### config.mk
export PLATFORM = sky130hd
export DESIGN_NAME = utf8_to_ucs2_decoder_unit
export DESIGN_NICKNAME = d
export VERILOG_FILES = /design/src/design/u8u2_pkg.sv /design/src/design/u8u2_step.sv /design/src/design/utf8_to_ucs2_decoder_unit.sv
export SDC_FILE = /design/constraint.sdc
export NUM_CORES = 1
export LEC_CHECK = 0
export ABC_AREA = 1
export BUFFER_PORTS_ARGS = -buffer_cell sky130_fd_sc_hd__buf_2
export CAP_MARGIN = 25
export CORE_MARGIN = 1.5
export CORE_UTILIZATION = 45
export DETAILED_ROUTE_END_ITERATION = 16
export GPL_TIMING_DRIVEN = 1
export PLACE_DENSITY_LB_ADDON = 0.12
export SYNTH_ARGS = -nofsm -noshare
export SYNTH_HDL_FRONTEND = slang
export SYNTH_SLANG_ARGS = --single-unit
### constraint.sdc
create_clock -name clk -period 3.2 [get_ports clk]
set_input_delay 0.32 -clock clk [delete_from_list [all_inputs] [get_ports clk]]
set_output_delay 0.32 -clock clk [all_outputs]
set_load 0.01 [all_outputs]
### src/design/u8u2_pkg.sv
// ---------------------------------------------------------------------------
// u8u2_pkg
// Shared types and constants for the UTF-8 to UCS-2 decoder.
// ---------------------------------------------------------------------------
package u8u2_pkg;

	localparam int unsigned MAX_CAPACITY = 65535;

	localparam int unsigned BYTE_W   = 8;
	localparam int unsigned UNIT_W   = 16;
	localparam int unsigned SIZE_W   = 17;
	localparam int unsigned COUNT_W  = 16;
	localparam int unsigned STATUS_W = 2;

	// capacity clamp, worked out at elaboration
	localparam logic [UNIT_W-1:0] CAP_LIMIT = UNIT_W'(MAX_CAPACITY);
	localparam logic [COUNT_W-1:0] COUNT_LIMIT = '1;

	// lead byte classes
	localparam logic [2:0] LEAD2_TAG = 3'h6;   // 110x_xxxx
	localparam logic [3:0] LEAD3_TAG = 4'hE;   // 1110_xxxx
	localparam logic [4:0] LEAD2_MASK = 5'h1F;
	localparam logic [3:0] LEAD3_MASK = 4'h0F;
	localparam logic [5:0] CONT_MASK  = 6'h3F;

	// configuration register indexes
	typedef enum logic [0:0] {
		REG_COUNT_ONLY = 1'b0,
		REG_CAPACITY   = 1'b1
	} reg_idx_t;

	typedef enum logic [STATUS_W-1:0] {
		ST_OK        = 2'd0,
		ST_BAD_COUNT = 2'd1,
		ST_BAD_CONV  = 2'd2,
		ST_FULL      = 2'd3
	} status_t;

	typedef struct packed {
		logic [1:0]         bytes_left;
		logic [UNIT_W-1:0]  acc;
		logic [COUNT_W-1:0] unit_count;
		logic               dropping;
	} dec_state_t;

	typedef struct packed {
		logic               valid;
		logic [UNIT_W-1:0]  code_unit;
		status_t            status;
		logic [SIZE_W-1:0]  size;
		logic               last;
	} dec_result_t;

	typedef struct packed {
		logic              count_only;
		logic [UNIT_W-1:0] capacity;
	} dec_cfg_t;

endpackage

### src/design/u8u2_step.sv
// ---------------------------------------------------------------------------
// u8u2_step
// Next-state and result logic for one accepted byte.
// ---------------------------------------------------------------------------
module u8u2_step
	import u8u2_pkg::*;
(
	input  dec_cfg_t          cfg,
	input  dec_state_t        cur,
	input  logic [BYTE_W-1:0] in_byte,
	output dec_state_t        nxt,
	output dec_result_t       res
);

	logic [UNIT_W-1:0]  cap;
	logic [UNIT_W-1:0]  cont_acc;
	logic [1:0]         cont_left;
	logic               fin;
	logic [UNIT_W-1:0]  fin_unit;
	logic [COUNT_W-1:0] count_inc;

	assign cap       = (cfg.capacity > CAP_LIMIT) ? CAP_LIMIT : cfg.capacity;
	assign cont_acc  = {cur.acc[UNIT_W-7:0], in_byte[5:0] & CONT_MASK};
	assign cont_left = cur.bytes_left - 2'd1;
	assign count_inc = (cur.unit_count != COUNT_LIMIT) ? cur.unit_count + 1'b1
	                                                    : cur.unit_count;

	always_comb begin
		nxt      = cur;
		res      = '0;
		fin      = 1'b0;
		fin_unit = '0;

		if (cur.dropping) begin
			if (in_byte == '0) begin
				nxt = '0;
			end
		end else if (cur.bytes_left != 2'd0) begin
			nxt.acc        = cont_acc;
			nxt.bytes_left = cont_left;
			if (cont_left == 2'd0) begin
				fin      = 1'b1;
				fin_unit = cont_acc;
			end
		end else if (in_byte == '0) begin
			res.valid = 1'b1;
			res.size  = SIZE_W'(cur.unit_count) + 1'b1;
			res.last  = 1'b1;
			nxt       = '0;
			nxt.dropping = 1'b1;
		end else if (!in_byte[7]) begin
			fin      = 1'b1;
			fin_unit = UNIT_W'(in_byte);
		end else if (in_byte[7:5] == LEAD2_TAG) begin
			nxt.acc        = UNIT_W'(in_byte[4:0] & LEAD2_MASK);
			nxt.bytes_left = 2'd1;
		end else if (in_byte[7:4] == LEAD3_TAG) begin
			nxt.acc        = UNIT_W'(in_byte[3:0] & LEAD3_MASK);
			nxt.bytes_left = 2'd2;
		end else begin
			res.valid  = 1'b1;
			res.status = cfg.count_only ? ST_BAD_COUNT : ST_BAD_CONV;
			res.last   = 1'b1;
			nxt        = '0;
			nxt.dropping = 1'b1;
		end

		// unit complete
		if (fin) begin
			nxt.bytes_left = 2'd0;
			nxt.acc        = '0;
			if (cfg.count_only) begin
				nxt.unit_count = count_inc;
			end else if (cur.unit_count >= cap) begin
				res.valid  = 1'b1;
				res.status = ST_FULL;
				res.last   = 1'b1;
				nxt        = '0;
				nxt.dropping = 1'b1;
			end else begin
				res.valid      = 1'b1;
				res.code_unit  = fin_unit;
				nxt.unit_count = count_inc;
			end
		end
	end

endmodule

### src/design/utf8_to_ucs2_decoder_unit.sv
// ---------------------------------------------------------------------------
// utf8_to_ucs2_decoder_unit
// Streaming UTF-8 to 16-bit BMP code unit decoder with size reporting.
// ---------------------------------------------------------------------------
// Takes one UTF-8 byte per item, a new item every clock while the output slot
// is free or draining, so the sustained rate is one byte per cycle; the only
// bound is the single output register, which refills in the cycle it drains.
// Results are registered on acceptance. The decode state (bytes still
// expected, partial unit, unit count, drop flag) is updated on every accepted
// byte; a byte yields zero or one result. In convert mode each finished
// unit goes out with status OK; if the unit count has reached capacity a
// FULL result with tlast goes out instead. A zero lead byte ends the
// string and emits size = units + 1 with tlast. Bad leads emit an error
// with tlast. After any tlast result, bytes are swallowed until the next
// zero byte, which resets the string silently. Configuration writes are
// taken any time but must only be issued while the block is idle.
// ---------------------------------------------------------------------------
module utf8_to_ucs2_decoder_unit
	import u8u2_pkg::*;
(
	input  logic        clk,
	input  logic        arst_n,

	// config write port
	input  logic        cfg_we,
	input  logic [0:0]  cfg_index,
	input  logic [15:0] cfg_wdata,

	// byte input
	input  logic        s_tvalid,
	output logic        s_tready,
	input  logic [7:0]  s_tdata,    // [7:0] in_byte

	// result output
	output logic        m_tvalid,
	input  logic        m_tready,
	output logic [39:0] m_tdata,    // [15:0] code_unit, [32:16] size, rest zero
	output logic [1:0]  m_tuser,    // [1:0] status
	output logic        m_tlast     // last
);

	dec_cfg_t    cfg_q;
	dec_state_t  st_q;
	dec_state_t  st_nxt;
	dec_result_t res;

	logic              out_valid_q;
	logic [UNIT_W-1:0] out_unit_q;
	status_t           out_status_q;
	logic [SIZE_W-1:0] out_size_q;
	logic              out_last_q;

	logic in_acc;
	logic out_load;

	// Config registers
	always_ff @(posedge clk or negedge arst_n) begin
		if (!arst_n) begin
			cfg_q.count_only <= 1'b0;
			cfg_q.capacity   <= CAP_LIMIT;
		end else if (cfg_we) begin
			unique case (reg_idx_t'(cfg_index))
				REG_COUNT_ONLY: cfg_q.count_only <= cfg_wdata[0];
				REG_CAPACITY:   cfg_q.capacity   <= cfg_wdata;
				default:        cfg_q            <= cfg_q;
			endcase
		end
	end

	// Accept whenever the output slot is free or draining this cycle
	assign s_tready = !out_valid_q || m_tready;
	assign in_acc   = s_tvalid && s_tready;
	assign out_load = in_acc && res.valid;

	u8u2_step u_step (
		.cfg     (cfg_q),
		.cur     (st_q),
		.in_byte (s_tdata),
		.nxt     (st_nxt),
		.res     (res)
	);

	// Decode state
	always_ff @(posedge clk or negedge arst_n) begin
		if (!arst_n) begin
			st_q <= '0;
		end else if (in_acc) begin
			st_q <= st_nxt;
		end
	end

	// Output register
	always_ff @(posedge clk or negedge arst_n) begin
		if (!arst_n) begin
			out_valid_q <= 1'b0;
		end else if (in_acc) begin
			out_valid_q <= res.valid;
		end else if (m_tready) begin
			out_valid_q <= 1'b0;
		end
	end

	always_ff @(posedge clk) begin
		if (out_load) begin
			out_unit_q   <= res.code_unit;
			out_status_q <= res.status;
			out_size_q   <= res.size;
			out_last_q   <= res.last;
		end
	end

	assign m_tvalid = out_valid_q;
	assign m_tdata  = {7'd0, out_size_q, out_unit_q};
	assign m_tuser  = out_status_q;
	assign m_tlast  = out_last_q;

	// End and error results carry no code unit
	a_last_no_unit: assert property (@(posedge clk) disable iff (!arst_n)
		out_valid_q && out_last_q |-> out_unit_q == '0)
		else $error("last result carries a code unit");

	// Size appears only on a successful end result
	a_size_on_end: assert property (@(posedge clk) disable iff (!arst_n)
		out_valid_q && out_size_q != '0 |-> out_last_q && out_status_q == ST_OK)
		else $error("size on a non-end result");

	// Any last result leaves the decoder dropping bytes
	a_drop_after_last: assert property (@(posedge clk) disable iff (!arst_n)
		out_load && res.last |=> st_q.dropping)
		else $error("not dropping after last result");

	// Nothing is emitted while dropping
	a_quiet_drop: assert property (@(posedge clk) disable iff (!arst_n)
		st_q.dropping |-> !res.valid)
		else $error("result while dropping");

endmodule
* Yosys cells after proc, flatten, opt, wreduce, memory -nomap -nowiden
Cells that the tools add are included.
Operators by class: reductions and logical operators 16, equal/unequal tests 7, mux-type cells 50, bitwise gates (word level) 3, add/sub/neg operators 3, order comparisons 2
Operator list (number):
- 35-bit two-way mux | 5
- 16-bit two-way mux | 9
- 17-bit two-way mux | 4
- 18-bit two-way mux | 3
- 20-bit two-way mux | 2
- 19-bit two-way mux | 2
- 1-bit two-way mux | 18
- 16-bit by 1-bit adder with 17-bit output (second input constant) | 1
- 16-bit by 1-bit adder with 16-bit output (second input constant) | 1
- 16-bit greater-or-equal comparator | 1
- 16-bit greater-than comparator (second input constant) | 1
- 16-bit inequality test (second input constant) | 1
- 2-bit two-way mux | 6
- 3-bit by 1-bit inequality test with 1-bit output (second input constant) | 3
- 8-bit logical NOT | 1
- 7-bit two-way mux | 1
- 6-bit AND reduction | 1
- 4-bit equality test (second input constant) | 1
- 2-bit AND reduction | 2
- 2-bit nonzero test | 2
- 4-bit nonzero test | 1
- 4-bit OR reduction | 1
- 3-bit equality test (second input constant) | 1
- 3-bit by 2-bit inequality test with 1-bit output (second input constant) | 1
- 9 further kinds | 12
Word-level totals: input port bits 30, flip-flop bits (word level) 83, word-level logic and storage cells 92

* Depth between registers and ports, before layout
Gate-level depths: netlist of the first run.
depth in word-level cells 11, gate-level depth with buffers 15

* Modules after synthesis
A second synthesis of the first run with hierarchy kept.
Unflattened totals: cell total of the unflattened synthesis 695, area total of the unflattened synthesis 5620.4 um2
Modules (own cells, without submodules):
- utf8_to_ucs2_decoder_unit | times used 1, area each 3519.6 um2, cells each 278
- u8u2_step | times used 1, area each 2100.8 um2, cells each 417

* Worst setup path before layout of the first run
No wires, ideal clock.
path type reg2reg, from register st_q[34] (netlist bit), to register out_last_q (netlist: m_tlast), enable pin, cell stages (with the launch flop) 8, arrival time 1.800 ns, data required time 2.809 ns, slack 1.009 ns, path through dfrtp_1 nor2_1 nand2_1 inv_1 nand2_1 nand2_1 o21ai_0 inv_1
On the way: word-level cells in the longest chain between the ends 7
RTL lines:
- start: declaration | RTL line utf8_to_ucs2_decoder_unit.sv:43 | dec_state_t st_q;
- start signal: assignment | RTL line utf8_to_ucs2_decoder_unit.sv:88 | st_q <= st_nxt;
- 2-bit by 1-bit subtractor with 2-bit output | RTL line u8u2_step.sv:24 | assign cont_left = cur.bytes_left - 2'd1;
- 2-bit logical NOT | RTL line u8u2_step.sv:41 | if (cont_left == 2'd0) begin
- 1-bit two-way mux | RTL line u8u2_step.sv:41
- 1-bit two-way mux | RTL line u8u2_step.sv:38 | end else if (cur.bytes_left != 2'd0) begin
- 1-bit two-way mux | RTL line u8u2_step.sv:34 | if (cur.dropping) begin
- 19-bit two-way mux * | RTL line u8u2_step.sv:69 | if (fin) begin
- 1-bit logical AND * | RTL line utf8_to_ucs2_decoder_unit.sv:73 | assign out_load = in_acc && res.valid;
- via out_load | RTL line utf8_to_ucs2_decoder_unit.sv:54 | logic out_load;
- end signal: assignment | RTL line utf8_to_ucs2_decoder_unit.sv:108 | out_last_q <= res.last;
- end: declaration | RTL line utf8_to_ucs2_decoder_unit.sv:51 | logic out_last_q;
Mark *: on every way through the listed nets, which the timed path passes. The rest lies on a longest branch. A chain may end at the register's enable or synchronous reset.

* Worst setup path in the final report of the first run
from register st_q[34] (netlist bit), to register out_unit_q[6], enable pin
On the way: word-level cells in the longest chain between the ends 7
RTL lines:
- 2-bit by 1-bit subtractor with 2-bit output | RTL line u8u2_step.sv:24
- 2-bit logical NOT | RTL line u8u2_step.sv:41
- 1-bit two-way mux | RTL line u8u2_step.sv:41
- 1-bit two-way mux | RTL line u8u2_step.sv:38
- 1-bit two-way mux | RTL line u8u2_step.sv:34
- 19-bit two-way mux * | RTL line u8u2_step.sv:69
- 1-bit logical AND * | RTL line utf8_to_ucs2_decoder_unit.sv:73
- via out_load | RTL line utf8_to_ucs2_decoder_unit.sv:54
- end signal: assignment | RTL line utf8_to_ucs2_decoder_unit.sv:105 | out_unit_q <= res.code_unit;
- end: declaration | RTL line utf8_to_ucs2_decoder_unit.sv:48 | logic [UNIT_W-1:0] out_unit_q;
Marks and branches as above.

==> qor.yml, run 1 <==
antenna_found_initial: 0
drive_gt1_share_pct: 21.6
required_ns: 3.21
io_pins: 75
first_iter_violations: 156
die_y_um: 100
netlist_area_sq_um: 4270
wire_per_inst_um: 13.0
switching_share_pct: 30.2
cts.repair.resized: 0
p_per_area_nw_per_um2: 561
ys_ff_latch: 83
finalCritPeriodShare_pct: 75.2
critPathArrivalTime_ns: 2.42
slowest_stage: "dfrtp_1"
ir_drop_mv: 0.286
insertion_delay_ns: 0.35
setup_violations: 0
netlist_top_cells_area: "edfxtp_1 (25%), dfrtp_1 (18%), nand2_1 (11%), dfstp_2 (9.8%), nor2_1 (6.4%)"
rr_endpoint: "out_unit_q[6]"
cts_max_path_buffers: 2
grt_start_max_net_pins: 36
fin_tns_setup_ns: 0
cts_sinks: 83
routed_wl_mm: 8.90
crit_fanout: 35
finalPower_mw: 2.76
holdWs_ns: 0.0298
final_antenna_net_count: 0
grt_pass1_vias: 3037
areaGrowthSynthToFinish_pct: 15.3
r2r_slack_ns: 0.79
syn-instance-count: 482
clk_pin_slew_ns: 0.09
core_region_area_sq_um: 9240
numCtsBuffers: 9
grt_overflow_total: 0
portBuffers: 67
hold_violations: 0
path_cells: "nor2_1 -> nand2_1 -> inv_1 -> nand2_1 -> nand2_1 -> o21ai_0 -> inv_1 -> buf_4"
finalNetCount: 598
initial_utilization_pct: 46.2
synth_edf_count: 36
track_usage_pct: 19.2
fin_crit_ns: 2.41
cts_setup_buffers: 0
n_antenna_cell: 0
place_ws_ns: 0.705
maxCapViolations: 0
grt_pass1_wl_mm: 15.0
cts-htree-levels: 3
yosys.cell_types.count: 39
r2r_cells: 8
synth_top_area_cell: "edfxtp_1"
cellInternalPower_mw: 1.93
drc: 0
syn_avg_cell_area_sq_um: 8.86
p_switching_uw: 836
status: "complete, no violations"
hpwlAfterDp_mm: 6.53
r2r-start: "st_q[34]"
layout_commonest_cell: "nand2_1"
crit_path_frequent_cell: "nand2_1"
hold_buffers: 0
synth_ff_type: "edfxtp_1"
critPathLaunch: "st_q[34]"
fin_ws_ns: 0.794
endpoint: "out_unit_q[6]"
hp-class: "in2async"
ys_seq_area_share_pct: 53.3
globalplace.congestion: 0.868
comb_power_share_pct: 20.1
p_clk_share_pct: 31.8
root_buffer: "clkbuf_8"
p_leak_nw: 2.39
netlist.area_leader.share_pct: 25.3
critical-path-max-stage-delay_ns: 0.42
cts_tree: "built"
final_cell_mix: "nand2_1 (120), nor2_1 (73), buf_2 (67)"
synthArstFlopShare_pct: 56.6
p_seq_share_pct: 48.1
crit_path_end_kind: "register"
worstSetupPathType: "reg2reg"
fin_skew_ns: 0.00604
dieArea_sq_um: 10100
worstMarginPinSlew_ns: 0.906
yosysWarnings: 0
crit_path_start_kind: "register"
fp.dieW_um: 100
max_freq_mhz: 416
rsz0062_at_grt: "false"
std_cell_rows: 35
maxSlewHeadroom_pct: 39.5
avgViaCountPerCell: 4.78
route.vias.total: 3276
drv_slew: 0
firstDrtPassIters: 4
worst min path at each step:
stage                 from   endpoint  slack, ns  cells after the start
finish              arst_n   st_q[12]       0.03                      1
global route        arst_n    st_q[9]       0.08                      1
CTS                 arst_n   st_q[12]       0.05                      1
detailed placement  arst_n   st_q[12]       0.44                      1
global placement    arst_n   st_q[11]       0.44                      1
floorplan           arst_n  cfg_q[16]       0.02                      0
cell usage after synthesis, types with 3 or more instances:
cell type / n
nand2_1: 120
o22ai_1: 5
nor2_4: 3
buf_6: 3
o31ai_1: 7
dfrtp_1: 31
nor2_1: 73
nand4_1: 4
edfxtp_1: 36
a21oi_1: 22
o21ai_0: 8
ha_1: 17
buf_4: 8
inv_1: 60
clkbuf_1: 3
a21oi_2: 3
xor2_1: 9
nor3_1: 5
nand3_1: 24
dfstp_2: 16
through the flow:
step           instance area [sq um]  std cells  utilization (%)
2_1_floorplan                   4290        488                -
3_3_place_gp                    4690        669             50.7
3_5_place_dp                    4690        669             50.7
4_1_cts                         4920        685             53.3
5_1_grt                         4920        685             53.3
6_report                        4920        685             53.3
routing by layer:
layer / track usage [%] / wire [um] / part of all wire [%]
met1: 29.2 / 4660 / 52
met2: 27.7 / 3750 / 42
met3: 3.13 / 368 / 4.1
met4: 6.50 / 129 / 1.4
met5: 0 / 0 / 0
critical path, delay by kind of cell, from the launching register on:
family / cells / cell delay [ns]
compound gates: 1 / 0.15
buf+inv: 3 / 0.57
flops: 1 / 0.42
simple gates: 4 / 0.91
final cells by class:
type | instances | area, sq um
clock buffers | 11 | 151
clock inverters | 5 | 85.1
fillers | 873 | 4320
inverters | 63 | 239
multi-input cells | 325 | 1660
flip-flops and latches | 83 | 2280
well taps | 129 | 161
repair buffers | 69 | 350
registers in the layout, indices dropped and copies added, names as in the netlist:
register,count
out_size_q,17
st_q,29
m_tuser,2
cfg_q,17
m_tvalid,1
out_unit_q,16
m_tlast,1
logic make-up (layout without fill, tap and decap cells):
family	count (synthesis)	in the layout	synth area share (%)
DFF	83	83	53.3
buffers and inverters	80	148	8.35
xor gates and xnor gates	11	11	2.26
and+or+nand+nor	238	238	23.7
AOI/OAI and AO/OA	52	52	7.35
other	1	7	0.0878
adders and majority gates	17	17	4.98
power groups by stage:
stage | clock network [mW] | logic (mW) | registers, mW
after floorplan | 0 | 0.386 | 1.36
after global placement | 0 | 0.542 | 1.35
after detailed placement | 0 | 0.555 | 1.35
after CTS | 0.900 | 0.558 | 1.33
after global routing | 0.940 | 0.643 | 1.35
final | 0.879 | 0.555 | 1.33
Note: power is estimated with default switching activity, not from simulation.
==> run 2: changes to the inputs <==
--- a/config.mk
+++ b/config.mk
@@ -5,7 +5,7 @@
 export SDC_FILE = /design/constraint.sdc
 export NUM_CORES = 1
 export LEC_CHECK = 0
-export ABC_AREA = 1
+export ABC_AREA = 0
 export BUFFER_PORTS_ARGS = -buffer_cell sky130_fd_sc_hd__buf_2
 export CAP_MARGIN = 25
 export CORE_MARGIN = 1.5
==> constraint.sdc (replaced) <==
create_clock -name clk -period 2.1 [get_ports clk]
set_input_delay 0.21 -clock clk [delete_from_list [all_inputs] [get_ports clk]]
set_output_delay 0.21 -clock clk [all_outputs]
set_load 0.01 [all_outputs]
==> qor.yml, run 2 <==
crit_fanout: 5
worstSetupPathType: "reg2reg"
numCtsBuffers: 9
clk_pin_slew_ns: 0.09
maxSlewHeadroom_pct: 57.1
initial_utilization_pct: 46.9
drive_gt1_share_pct: 50.8
violations: "setup timing"
path_cells: "ha_4 -> nand2b_4 -> a2111oi_4 -> nor4b_4 -> o31a_1 -> buf_6 -> buf_12 -> nor3_4 -> a22o_1"
final_core_util_pct: 65.1
worstMarginPinSlew_ns: 0.641
crit_path_end_kind: "register"
synth_ff_type: "edfxtp_1"
critPathArrivalTime_ns: 2.76
p_leak_nw: 2.57
syn-instance-count: 391
status: "complete, but fails checks"
slowest_stage: "dfstp_2"
fin_ws_ns: -0.369
ir_drop_mv: 0.426
fin_crit_ns: 2.47
wire_per_inst_um: 15.9
n_antenna_cell: 0
synthArstFlopShare_pct: 56.6
synth_top_area_cell: "edfxtp_1"
firstDrtPassIters: 5
cts_sinks: 83
placedInstanceArea_sq_um: 5430
critical-path-max-stage-delay_ns: 0.56
globalplace.congestion: 0.896
ys_ff_latch: 83
fin_tns_setup_ns: -8.07
final_cell_mix: "buf_2 (67), buf_4 (66), edfxtp_1 (36)"
antenna_found_initial: 0
track_usage_pct: 21.9
final_antenna_net_count: 0
crit_path_start_kind: "register"
netlist_top_cells_area: "edfxtp_1 (25%), dfrtp_1 (18%), dfstp_2 (9.6%), ha_1 (4.9%), mux2_2 (4.4%)"
root_buffer: "clkbuf_8"
core_region_area_sq_um: 9330
nFillCells: 712
syn_avg_cell_area_sq_um: 11.2
yosysWarnings: 0
synth_edf_count: 36
std_cell_rows: 35
largest_registers: "st_q x29, cfg_q x17, out_size_q x17"
portBuffers: 67
maxCapViolations: 0
io_pins: 75
synth_most_common_cell: "edfxtp_1"
routed_wl_mm: 10.6
cts-htree-levels: 3
hold_violations: 0
setup_violations: 38
ys_seq_area_share_pct: 52.1
p_per_area_nw_per_um2: 743
required_ns: 2.39
drv_slew: 0
route.vias.total: 3524
insertion_delay_ns: 0.36
grt_pass1_vias: 3449
regMostFlops: "st_q"
synthTopCellsByCount: "edfxtp_1 (36), nand2_1 (35), nor2_1 (34)"
netlist.area_leader.share_pct: 24.7
cts_tree: "built"
max_freq_mhz: 405
fin_skew_ns: 0.0165
netlist_area_sq_um: 4370
hp-class: "in2reg"
yosys.cell_types.count: 60
cts_max_path_buffers: 2
first_iter_violations: 216
layout_commonest_cell: "buf_2"
grt_start_max_net_pins: 35
rsz0062_at_grt: "true"
fp.dieW_um: 102
final_area_sq_um: 6070
avgViaCountPerCell: 5.29
areaGrowthSynthToFinish_pct: 38.8
largest_reg_flops: 29
drc: 0
hpwlAfterDp_mm: 7.40
die_y_um: 102
dieArea_sq_um: 10300
finalCritPeriodShare_pct: 118
grt_overflow_total: 0
grt_pass1_wl_mm: 17.5
finalNetCount: 579
## run 2: cell types whose count changed after synthesis, sizes merged, moves of 11 or more
cell	delta
nor2	-43
nand3	-18
mux2	+17
a21oi	-11
inv	-41
and3	+16
nand2	-89
## run 2: worst paths after layout
kind,slack [ns],startpoint,cells past startpoint,end
setup / recovery,-0.37,cfg_q[0],9,st_q[7]
hold / removal,0.08,cfg_wdata[8],2,cfg_q[8]
setup reg to reg,-0.37,cfg_q[0],9,st_q[7]
hold reg to reg,0.48,st_q[24],2,st_q[24]
max in group asynchronous,1.13,arst_n,3,cfg_q[0]
min in group asynchronous,0.33,arst_n,2,st_q[14]
## run 2: area by class of cell
| type | instances | area [sq um] | area share, % |
|---|---|---|---|
| multi-input combinational | 270 | 2290 | 37.7 |
| sequential | 83 | 2280 | 37.5 |
| timing repair buffer | 146 | 1030 | 17.0 |
| tap | 129 | 161 | 2.66 |
| clock buffer | 9 | 124 | 2.04 |
| clock inverter | 7 | 105 | 1.73 |
| inverter | 22 | 82.6 | 1.36 |
## run 2: what timing repair did
item / CTS / global route
gates resized for setup: 34 / 27
hold buffers: 1 / 0
gates cloned: 2 / 1
endpoints found under the hold margin: 7 / 0
pin swaps: 11 / 16
setup endpoints to repair: 38 / 74
setup buffers: 6 / 6
## run 2: kinds of logic (layout without fill, tap and decap cells)
logic type	count (synthesis)	in the layout	synth area share, %
AND/OR/NAND/NOR	138	139	17.3
AO/OA/AOI/OAI	80	80	14.1
adder cells (fa/ha/maj)	17	17	4.87
other	1	7	0.0858
flip-flops	83	83	52.1
XOR/XNOR	10	10	2.00
buffers and inverters	45	184	5.24
multiplexers	17	17	4.38
## run 2: through the flow
stage / hold WS, ns / setup slack (ns) / power, mW / instances
2_1_floorplan: -0.0856 / -0.203 / 2.69 / 397
3_3_place_gp: 0.172 / -0.280 / 3.05 / 637
3_5_place_dp: 0.174 / -0.344 / 3.08 / 637
4_1_cts: 0.0690 / -0.303 / 4.48 / 662
5_1_grt: 0.0774 / -0.445 / 4.73 / 666
6_report: 0.0795 / -0.369 / 4.51 / 666
## run 2: report_power, final
part	leakage (nW)	internal (mW)	switching, mW
combinational	1.53	0.520	0.604
clock	0.112	0.688	0.629
sequential	0.923	1.93	0.133
## run 2: per-layer routing
layer | wire length (um) | share of wire (%) | vias to the layer above | global-route usage (%)
li1 | - | - | 1706 | -
met4 | 73 | 0.69 | 0 | 7.26
met1 | 4820 | 46 | 1692 | 31.9
met5 | 0 | 0 | - | 0
met3 | 744 | 7.0 | 7 | 3.73
met2 | 4950 | 47 | 119 | 33.3
## run 2: critical path, delay by kind of cell, from the launching register on
| family | cells | cell delay [ns] |
|---|---|---|
| buf+inv | 2 | 0.28 |
| flops | 1 | 0.56 |
| fa+ha+maj | 1 | 0.20 |
| simple gates | 3 | 0.52 |
| compound gates | 3 | 0.84 |
